## src/fir_pkg.sv

```systemverilog
// shared types and constants for the fir filter
package fir_pkg;

  localparam int SAMPLE_W     = 16;
  localparam int COEFF_W      = 16;
  localparam int CIDX_W       = 4;
  localparam int TAPCNT_W     = 5;
  localparam int TAPCNT_RESET = 16;

  // request codes
  localparam logic REQ_SAMPLE = 1'b0;
  localparam logic REQ_COEFF  = 1'b1;

  typedef struct packed {
    logic                       req_type;
    logic signed [SAMPLE_W-1:0] sample;
    logic [CIDX_W-1:0]          coeff_index;
    logic signed [COEFF_W-1:0]  coeff_value;
  } fir_in_t;

  typedef struct packed {
    logic signed [SAMPLE_W-1:0] filtered;
    logic                       clipped;
  } fir_out_t;

endpackage

```

## src/fir_ram.sv

```systemverilog
// generic single write port ram with registered read
module fir_ram #(
  parameter int WIDTH = 16,
  parameter int DEPTH = 16,
  parameter int AW    = (DEPTH > 1) ? $clog2(DEPTH) : 1
) (
  input  logic             clk,
  input  logic             we,
  input  logic [AW-1:0]    waddr,
  input  logic [WIDTH-1:0] wdata,
  input  logic [AW-1:0]    raddr,
  output logic [WIDTH-1:0] rdata
);

  logic [WIDTH-1:0] mem [DEPTH];

  always_ff @(posedge clk) begin
    if (we) begin
      mem[waddr] <= wdata;
    end
    rdata <= mem[raddr];
  end

endmodule

```

## src/fir_filter.sv

```systemverilog
// direct-form fir filter with one shared multiply-accumulate unit
//
//   port group   direction   transaction
//   in_          in          sample to filter, or coefficient write
//   out_         out         filtered sample and clip flag
//   cfg_         in          tap count write
//
// a sample is accepted only in idle; then one multiply-accumulate runs per tap through
// the coefficient and history rams, the read, multiply and accumulate stages drain,
// and a finish step, once the output is free, rounds, saturates, registers the result
// and updates the history. no request is taken until the block is back in idle.
// reset is synchronous; valid bits make the coefficient store and the history read
// as zero until written. while a result waits on out_stall the next sample is still
// taken and runs until it has to hand over its own result.
module fir_filter #(
  parameter int MAX_TAPS = 16
) (
  input  logic                          clk,
  input  logic                          rst_n,
  input  logic                          in_valid,
  output logic                          in_stall,
  input  fir_pkg::fir_in_t              in_data,
  output logic                          out_valid,
  input  logic                          out_stall,
  output fir_pkg::fir_out_t             out_data,
  input  logic                          cfg_wr_en,
  input  logic [fir_pkg::TAPCNT_W-1:0]  cfg_wr_data
);

  import fir_pkg::*;

  localparam int DLY_D  = MAX_TAPS - 1;
  localparam int CAW    = $clog2(MAX_TAPS);
  localparam int DAW    = (DLY_D > 1) ? $clog2(DLY_D) : 1;
  localparam int TW     = $clog2(MAX_TAPS + 1);
  localparam int PROD_W = 2 * SAMPLE_W;
  localparam int ACC_W  = PROD_W + $clog2(MAX_TAPS);
  localparam int QW     = ACC_W - 15;
  localparam logic signed [QW-1:0] Q_MAX = QW'(32767);
  localparam logic signed [QW-1:0] Q_MIN = -QW'(32768);

  typedef enum logic [1:0] {
    S_IDLE,
    S_RUN,
    S_DRAIN,
    S_FINISH
  } state_t;

  state_t                     state_r;
  logic [TAPCNT_W-1:0]        tap_count_r;
  logic [MAX_TAPS-1:0]        coeff_vld_r;
  logic [DLY_D-1:0]           dly_vld_r;
  logic [DAW-1:0]             head_r;
  logic [DAW-1:0]             dptr_r;
  logic [TW-1:0]              cnt_r;
  logic [TW-1:0]              taps_r;
  logic [TW-1:0]              taps_nxt;
  logic signed [SAMPLE_W-1:0] x_r;
  logic                       v1_r;
  logic                       v2_r;
  logic                       sel_x1_r;
  logic                       cv1_r;
  logic                       dv1_r;
  logic signed [PROD_W-1:0]   prod_r;
  logic signed [ACC_W-1:0]    acc_r;
  logic                       out_valid_r;
  fir_out_t                   out_data_r;

  logic                       in_acc;
  logic                       out_free;
  logic                       c_we;
  logic [CAW-1:0]             c_waddr;
  logic [CAW-1:0]             c_raddr;
  logic [COEFF_W-1:0]         c_rdata;
  logic                       d_we;
  logic [DAW-1:0]             head_inc;
  logic [DAW-1:0]             dptr_dec;
  logic [SAMPLE_W-1:0]        d_rdata;
  logic signed [SAMPLE_W-1:0] mul_a;
  logic signed [SAMPLE_W-1:0] mul_b;
  logic signed [ACC_W-1:0]    rnd;
  logic signed [QW-1:0]       q;
  fir_out_t                   res;
  int                         tc;

  assign in_stall  = (state_r != S_IDLE);
  assign in_acc    = in_valid && !in_stall;
  assign out_valid = out_valid_r;
  assign out_data  = out_data_r;
  assign out_free  = !out_valid_r || !out_stall;

  // tap count in use, held to the legal range
  always_comb begin
    tc = int'(tap_count_r);
    if (tc < 2) begin
      tc = 2;
    end
    if (tc > MAX_TAPS) begin
      tc = MAX_TAPS;
    end
    taps_nxt = TW'(tc);
  end

  assign c_we    = in_acc && (in_data.req_type == REQ_COEFF) &&
                   (32'(in_data.coeff_index) < 32'(MAX_TAPS));
  assign c_waddr = CAW'(in_data.coeff_index);
  assign c_raddr = cnt_r[CAW-1:0];

  // history is a ring: head holds the newest sample, older ones below it
  assign head_inc = (head_r == DAW'(DLY_D - 1)) ? '0 : head_r + DAW'(1);
  assign dptr_dec = (dptr_r == '0) ? DAW'(DLY_D - 1) : dptr_r - DAW'(1);
  assign d_we     = (state_r == S_FINISH) && out_free;

  fir_ram #(
    .WIDTH (COEFF_W),
    .DEPTH (MAX_TAPS),
    .AW    (CAW)
  ) u_coeff_ram (
    .clk   (clk),
    .we    (c_we),
    .waddr (c_waddr),
    .wdata (in_data.coeff_value),
    .raddr (c_raddr),
    .rdata (c_rdata)
  );

  fir_ram #(
    .WIDTH (SAMPLE_W),
    .DEPTH (DLY_D),
    .AW    (DAW)
  ) u_dly_ram (
    .clk   (clk),
    .we    (d_we),
    .waddr (head_inc),
    .wdata (x_r),
    .raddr (dptr_r),
    .rdata (d_rdata)
  );

  // entries never written read as zero
  assign mul_a = cv1_r ? $signed(c_rdata) : '0;
  assign mul_b = sel_x1_r ? x_r : (dv1_r ? $signed(d_rdata) : '0);

  // round half up, then saturate
  assign rnd = acc_r + ACC_W'(16384);
  assign q   = $signed(rnd[ACC_W-1:15]);

  always_comb begin
    res.clipped = 1'b0;
    res.filtered = q[SAMPLE_W-1:0];
    if (q > Q_MAX) begin
      res.filtered = SAMPLE_W'(32767);
      res.clipped  = 1'b1;
    end else if (q < Q_MIN) begin
      res.filtered = -SAMPLE_W'(32768);
      res.clipped  = 1'b1;
    end
  end

  // mac pipeline: ram read, multiply, accumulate
  always_ff @(posedge clk) begin
    sel_x1_r <= (cnt_r == '0);
    cv1_r    <= coeff_vld_r[c_raddr];
    dv1_r    <= dly_vld_r[dptr_r];
    prod_r   <= PROD_W'(mul_a * mul_b);
    if (in_acc && (in_data.req_type == REQ_SAMPLE)) begin
      acc_r  <= '0;
      x_r    <= in_data.sample;
      taps_r <= taps_nxt;
    end else if (v2_r) begin
      acc_r <= acc_r + ACC_W'(prod_r);
    end
  end

  always_ff @(posedge clk) begin
    if (!rst_n) begin
      state_r     <= S_IDLE;
      tap_count_r <= TAPCNT_W'(TAPCNT_RESET);
      coeff_vld_r <= '0;
      dly_vld_r   <= '0;
      head_r      <= '0;
      dptr_r      <= '0;
      cnt_r       <= '0;
      v1_r        <= 1'b0;
      v2_r        <= 1'b0;
      out_valid_r <= 1'b0;
    end else begin
      if (cfg_wr_en) begin
        tap_count_r <= cfg_wr_data;
      end
      if (c_we) begin
        coeff_vld_r[c_waddr] <= 1'b1;
      end
      v1_r <= (state_r == S_RUN);
      v2_r <= v1_r;
      if (d_we) begin
        dly_vld_r[head_inc] <= 1'b1;
        head_r              <= head_inc;
        out_valid_r         <= 1'b1;
        out_data_r          <= res;
      end else if (out_valid_r && !out_stall) begin
        out_valid_r <= 1'b0;
      end
      case (state_r)
        S_IDLE: begin
          if (in_acc && (in_data.req_type == REQ_SAMPLE)) begin
            cnt_r   <= '0;
            dptr_r  <= head_r;
            state_r <= S_RUN;
          end
        end
        S_RUN: begin
          cnt_r <= cnt_r + TW'(1);
          if (cnt_r != '0) begin
            dptr_r <= dptr_dec;
          end
          if (cnt_r == taps_r - TW'(1)) begin
            state_r <= S_DRAIN;
          end
        end
        S_DRAIN: begin
          if (!v1_r && !v2_r) begin
            state_r <= S_FINISH;
          end
        end
        S_FINISH: begin
          if (out_free) begin
            state_r <= S_IDLE;
          end
        end
        default: begin
          state_r <= S_IDLE;
        end
      endcase
    end
  end

  a_cnt_range: assert property (@(posedge clk) disable iff (!rst_n)
    (state_r == S_RUN) |-> (cnt_r < taps_r))
    else $error("tap counter ran past the tap count");

  a_out_from_finish: assert property (@(posedge clk) disable iff (!rst_n)
    $rose(out_valid_r) |-> $past(state_r == S_FINISH))
    else $error("result raised outside the finish step");

  a_mac_busy: assert property (@(posedge clk) disable iff (!rst_n)
    v2_r |-> ((state_r == S_RUN) || (state_r == S_DRAIN)))
    else $error("mac pipeline active while not filtering");

  a_ring_range: assert property (@(posedge clk) disable iff (!rst_n)
    (head_r <= DAW'(DLY_D - 1)) && (dptr_r <= DAW'(DLY_D - 1)))
    else $error("history pointer outside the ring");

  a_sample_starts: assert property (@(posedge clk) disable iff (!rst_n)
    (in_acc && (in_data.req_type == REQ_SAMPLE)) |=> (state_r == S_RUN))
    else $error("accepted sample did not start the mac sequence");

endmodule

```

## config.mk

```make
export PLATFORM = sky130hd
export DESIGN_NAME = fir_filter
export DESIGN_NICKNAME = d
export VERILOG_FILES = /design/src/fir_pkg.sv /design/src/fir_ram.sv /design/src/fir_filter.sv
export SDC_FILE = /design/constraint.sdc
export NUM_CORES = 2
export LEC_CHECK = 0
export ABC_AREA = 1
export BUFFER_PORTS_ARGS = -buffer_cell sky130_fd_sc_hd__buf_4
export CORE_MARGIN = 1
export CORE_UTILIZATION = 54
export CTS_CLUSTER_DIAMETER = 40
export DETAILED_ROUTE_END_ITERATION = 8
export PLACE_DENSITY = 0.8
export RECOVER_POWER = 100
export SLEW_MARGIN = 40
export SYNTH_ARGS = -nofsm -noshare
export SYNTH_HDL_FRONTEND = slang
export SYNTH_HIERARCHICAL = 1
export SYNTH_SLANG_ARGS = --single-unit
```

## constraint.sdc

```tcl
create_clock -name clk -period 8.1 [get_ports clk]
set_input_delay 0.81 -clock clk [delete_from_list [all_inputs] [get_ports clk]]
set_output_delay 0.81 -clock clk [all_outputs]
set_load 0.03 [all_outputs]
```

After elaboration in Yosys (flattened, before gate mapping). Memories as Yosys holds them, arrays and structs flattened. A register that Yosys moved wholly into a read port is not among the register bits. Cells that the tools add are included.

Bitwise operators: 3. Magnitude comparators: 10. $mul: 1. Eq/ne operators: 10. Reductions and logical operators: 25. Muxes and demuxes: 31. $add $sub $neg: 6.

Operator list (count): 2-to-1 mux 16 bit (3); adder 36 x 16 -> 36 bit, second input constant (1); adder 36 x 32 -> 36 bit (1); > comparator 32 x 6 -> 1 bit, second input constant (1); multiplier 16 x 16 -> 32 bit (1); > comparator 21 x 16 -> 1 bit, second input constant (1); less-than comparator 21 x 16 -> 1 bit, second input constant (1); less-than comparator 4 x 5 -> 1 bit, second input constant (4); 2-to-1 mux 17 bit (1); 2-to-1 mux 4 bit (4); OR 16 bit (1); OR 15 bit (1); 2-to-1 mux 1 bit (10); 2-to-1 mux 5 bit (2); one-hot mux 5 bit (2 select lines) (1); binary-select mux 1 bit (select 4 bit) (2); demux 1 bit (select 4 bit) (2); >= comparator 4 x 1 -> 1 bit, second input constant (2); logical AND 1 bit (8); 2-to-1 mux 2 bit (4); one-hot mux 2 bit (4 select lines) (1); one-hot mux 4 bit (2 select lines) (1); inequality test 2 bit, second input constant (3); nonzero test 2 bit (3); 20 further kinds (27).

Input bits: 47. Memories: 2. Output and inout port bits: 19. Word-level logic and storage cells: 107. Memory bits (writable): 496. Bits in registers: 163.

Memories: u_coeff_ram.mem (depth 16, bits a word 16, read ports 1, clocked after Yosys merged registers in 1, write ports 1, RTL line fir_ram.sv:15) `logic [WIDTH-1:0] mem [DEPTH];`; u_dly_ram.mem (depth 15, bits a word 16, read ports 1, clocked after Yosys merged registers in 1, write ports 1, RTL line fir_ram.sv:15).

Longest topological paths before layout.
Depth after elaboration: 7. Depth in mapped cells: 28. Mapped depth without buffers: 28.

Modules after synthesis. Netlist, hierarchy kept.

Modules (own cells, without submodules): fir_filter (sequential area each 3643.5 um2, area an instance 19391.1 um2, instances 1, cells each 2570); fir_ram at u_coeff_ram (sequential area each 8007.7 um2, area an instance 11380.9 um2, instances 1, cells each 1074); fir_ram at u_dly_ram (sequential area each 7527.2 um2, area an instance 10448.8 um2, instances 1, cells each 959).

Worst setup path before layout. No wires, ideal clock.

Path kind: register -> register. From: reg dv1_r. To: reg prod_r[29]. Path buffers: 0. Data arrival time: 6090 ps. Stages on the path, launching flop included: 23. Setup slack: 1889 ps. Period minus slack after synthesis: 6211 ps. Required time: 7979 ps. Library setup time: 121 ps. Path through: dfxtp_1 inv_1 nor2_1 inv_2 o22ai_2 inv_1 nor2_1 fa_1 fa_1 inv_1 fa_1 inv_1 fa_1 fa_1 inv_1 fa_1 inv_1 ha_1 a21oi_1 o21ai_0 a221oi_1 nand3_1 xor2_1.

Word-level cells in the longest chain between the ends: 3.

Ends and longest elaborated chain: from (decl) (RTL line fir_filter.sv:63) `logic dv1_r;`; from (signal assigned) (RTL line fir_filter.sv:164) `dv1_r <= dly_vld_r[dptr_r];`; 2-to-1 mux 16 bit (2 in series) (RTL line fir_filter.sv:142) `assign mul_b = sel_x1_r ? x_r : (dv1_r ? $signed(d_rdata) : '0);`; multiplier 16 x 16 -> 32 bit (RTL line fir_filter.sv:165) `prod_r <= PROD_W'(mul_a * mul_b);`; to (signal assigned) (RTL line fir_filter.sv:165); to (decl) (RTL line fir_filter.sv:64) `logic signed [PROD_W-1:0] prod_r;`.

Every way passes these cells. A chain may end at the register's enable or synchronous reset.

Final worst setup path. Ends and elaborated chain as after synthesis.

==> impl_metrics.csv <==
group,metric,value,unit
cells_and_area,area_delta_synth_final,10.6,%
detailed_routing,drc_errors,0,
global_routing,grt_start_max_net_pins,99,
sta,skew,0.0749,ns
cells_and_area,num_antenna_cells,0,
pwr,leakagePower,0.0209,uW
detailed_routing,drt_iter0_drc,3210,
synthesis,synthFlopType,"edfxtp_1",
clock_tree,numCtsBuffers,93,
worst_hold_path,hold_path.class,"in2reg",
placed_design,io_buffers,65,
pwr,clkPwrFrac,25.5,%
floorplan,core,0.0749,mm^2
cells_and_area,multi_input_area,0.0178,mm^2
clock_tree,cts_tree,"built",
setup_path,critPathBufInv,8,
sta,final-hold-violation-count,0,
clock_tree,clock_path_buffers,3,
synthesis,yosys_warnings,6,
pwr,netSwitchingPower,7110,uW
synthesis,syn_avg_cell_area,8.96,um^2
global_routing,antenna_found_initial,1,
detailed_routing,routed_wl,104000,um
synthesis,async_flop_share,0,%
sta,timing.slew.headroom,-123,%
pwr,power.density,363,mW/mm^2
pwr,ir_drop,0.258,mV
floorplan,rows,100,
synthesis,netlist_area,0.0412,mm^2
synthesis,yosysSeqAreaShare,46.5,%
setup_path,critPathCaptureType,"flip-flop",
job,drv_cap,11,
pwr,switching_share,43.0,%
global_routing,busiest_layer,"met2",
global_routing,met1_usage,35.0,%
global_routing,grt_use_met2,45.4,%
synthesis,syn_inst,4603,
clock_tree,postCtsSetupBuffers,0,
clock_tree,htreeDepth,3,
detailed_routing,viasPerCell,5.44,
clock_tree,cts_resized,0,
pwr,internal_power,9430,uW
setup_path,cp_common_cell,"inv_1",
setup_path,path_max_fanout,9,
global_routing,grt_use_met3,5.18,%
cells_and_area,ff_latch_area,0.0192,mm^2
setup_path,cp.arrival,7.85,ns
placed_design,gp_congestion,1.01,
outcome,violations,"max-capacitance violations, max-slew violations",
sta,fin_crit,7.35,ns
sta,rsz0062_at_grt,"false",
setup_path,cp_cell_sequence,"inv_1 > nor2_1 > inv_1 > o22ai_2 > clkbuf_1 > inv_1 > nor2_1 > fa_1 > fa_1 > inv_1 > fa_1 > inv_1 > fa_1 > fa_1 > inv_1 > fa_1 > inv_1 > ha_1 > a21oi_1 > o21ai_0 > a221oi_1 > nand3_1 > xor2_1",
global_routing,grt_pass1_wl,165000,um
floorplan,die-area,0.0774,mm^2
clock_tree,ctsHoldBuffers,0,
placed_design,dp_hpwl,70000,um
detailed_routing,drt.antenna.violating_nets,0,
global_routing,grt_usage,27.3,%
clock_tree,clock_latency,0.68,ns
pwr,finalPower,16500,uW
detailed_routing,dr.pass1.iters,7,
global_routing,grt_pass1_vias,31279,
sta,setup_violations,0,
setup_path,crit_slowest_cell,"fa_1",
floorplan,start_util,55.0,%
detailed_routing,routedWlPerCell,18.2,um
pwr,power_frac_seq,27.4,%
sta,timing.fmax,136,MHz
sta,tns,0,ns
cells_and_area,final.fill_count,5984,
setup_path,critPathMaxStageDelay,0.85,ns
outcome,status,"finished, violations left",
synthesis,syn-num-nets,5041,
global_routing,grt.overflow.total,0,
setup_path,required,8.60,ns
floorplan,io_pins,66,
clock_tree,cts_sinks,691,
sta,period_share,90.8,%
sta,slew_violations,401,
clock_tree,cts_root_buf,"clkbuf_16",
floorplan,die_w,278,um
setup_path,cp_top_family,"adder cells",
clock_tree,clkTransAtPathRegs,0.06,ns
synthesis,ys_types,51,
floorplan,die_h,278,um
synthesis,synth_edf_count,534,
sta,worstMarginPinSlew,3.34,ns
setup_path,cp-start-kind,"flip-flop",
cells_and_area,layout.nets,5119,
detailed_routing,vias,31156,
setup_path,crit_type,"reg2reg",
pwr,share_comb_of_total_power,47.1,%
cells_and_area,layout-drive-gt1-share,5.34,%
synthesis,ys_ff_latch,691,
==> worst reg2reg max path, stage by stage (launching register included) <==
cell and delay (ns):
dfxtp_1 0.39, inv_1 0.07, nor2_1 0.36, inv_1 0.28, o22ai_2 0.15, clkbuf_1 0.38, inv_1 0.26, nor2_1 0.23
fa_1 0.54, fa_1 0.85, inv_1 0.19, fa_1 0.56, inv_1 0.05, fa_1 0.46, fa_1 0.54, inv_1 0.05
fa_1 0.52, inv_1 0.04, ha_1 0.34, a21oi_1 0.21, o21ai_0 0.15, a221oi_1 0.28, nand3_1 0.13, xor2_1 0.16
==> cells in the final DEF, fill, tap and decap left out, drive strengths merged, types with 4 or more instances in the layout <==
cell,synthesis,routed
a22oi,4,4
xor2,56,56
or2,7,7
a31oi,11,11
nor3,21,21
o21bai,10,10
clkinv,8,41
ha,128,128
nand4,19,19
dfxtp,157,157
nor2,365,365
a21oi,129,129
nand2,1237,1237
edfxtp,534,534
xnor2,23,23
a211oi,4,4
buf,86,41
nand3,412,412
clkbuf,59,194
o21ai,109,109
inv,916,931
fa,263,263
nand3b,8,8
o22ai,10,10
clkinvlp,0,8
nor4,4,4
bufinv,0,9
a21o,6,6
==> per-stage QoR <==
stage	setup WS, ns	instance area [um^2]	hold WS, ns	cells	util [%]
finish	0.747	45600	0.332	5727	60.8
global route	0.369	45600	0.311	5727	60.8
CTS	1.02	46000	0.279	5727	61.3
detailed placement	1.20	42700	0.449	5555	56.9
global placement	1.31	42700	0.442	5555	56.9
floorplan	1.89	41200	0.404	4603	-
==> power groups by stage <==
stage / clock network [uW] / logic (uW) / registers (uW)
final: 4210 / 7780 / 4540
after global routing: 4410 / 8870 / 4560
after CTS: 4260 / 7780 / 4530
after detailed placement: 0 / 7700 / 4590
after global placement: 0 / 7540 / 4590
after floorplan: 0 / 5920 / 4420
==> area by class of cell <==
type                    instances  share of cell area, %
flip-flops and latches        691                   42.1
clock inverters                65                   1.87
multi-input cells            2843                   38.9
well taps                     969                   2.66
clock buffers                 107                   5.33
inverters                     924                   7.61
repair buffers                128                   1.51
==> cell families after synthesis <==
family	share of synthesized area (%)
simple gates	20.8
xor+xnor	1.68
buf+inv	10.3
fa+ha+maj	16.7
flops	46.5
compound gates	4.01
==> synth_stat cells (56+ instances only) <==
library cell	count	area, um^2
dfxtp_1	157	3140
fa_1	263	5270
nand3_1	411	2060
a21oi_1	129	646
clkbuf_1	59	221
nand2_1	1221	4580
edfxtp_1	534	16000
nor2_1	358	1340
xor2_1	56	490
inv_1	910	3420
o21ai_0	108	541
ha_1	128	1600
==> state kept, by name, indices dropped and copies added, names as in the netlist, 5 cells and up <==
signal             count
prod_r                32
out_data              17
coeff_vld_r           16
u_dly_ram/mem        240
acc_r                 36
tap_count_r            5
u_coeff_ram/mem      256
taps_r                 5
dly_vld_r             15
x_r                   16
u_dly_ram/rdata       16
cnt_r                  5
u_coeff_ram/rdata     16
==> per-layer routing <==
| metal | wire length [um] | up-vias |
|---|---|---|
| li1 | - | 14545 |
| met1 | 40900 | 14746 |
| met2 | 49900 | 1553 |
| met3 | 9690 | 310 |
| met4 | 3970 | 2 |
| met5 | 10 | - |
==> worst paths after layout <==
check | startpoint | endpoint | slack, ns | depth (start not counted)
setup / recovery | dv1_r$_DFF_P_ | prod_r[29]$_DFF_P_ | 0.75 | 23
hold / removal | in_data[31] | x_r[11]$_DFFE_PP_ | 0.33 | 1
setup reg to reg | dv1_r$_DFF_P_ | prod_r[29]$_DFF_P_ | 0.75 | 23
hold reg to reg | coeff_vld_r[13]$_SDFFE_PN0P_ | coeff_vld_r[13]$_SDFFE_PN0P_ | 0.46 | 2
(Power assumes the default switching activity.)
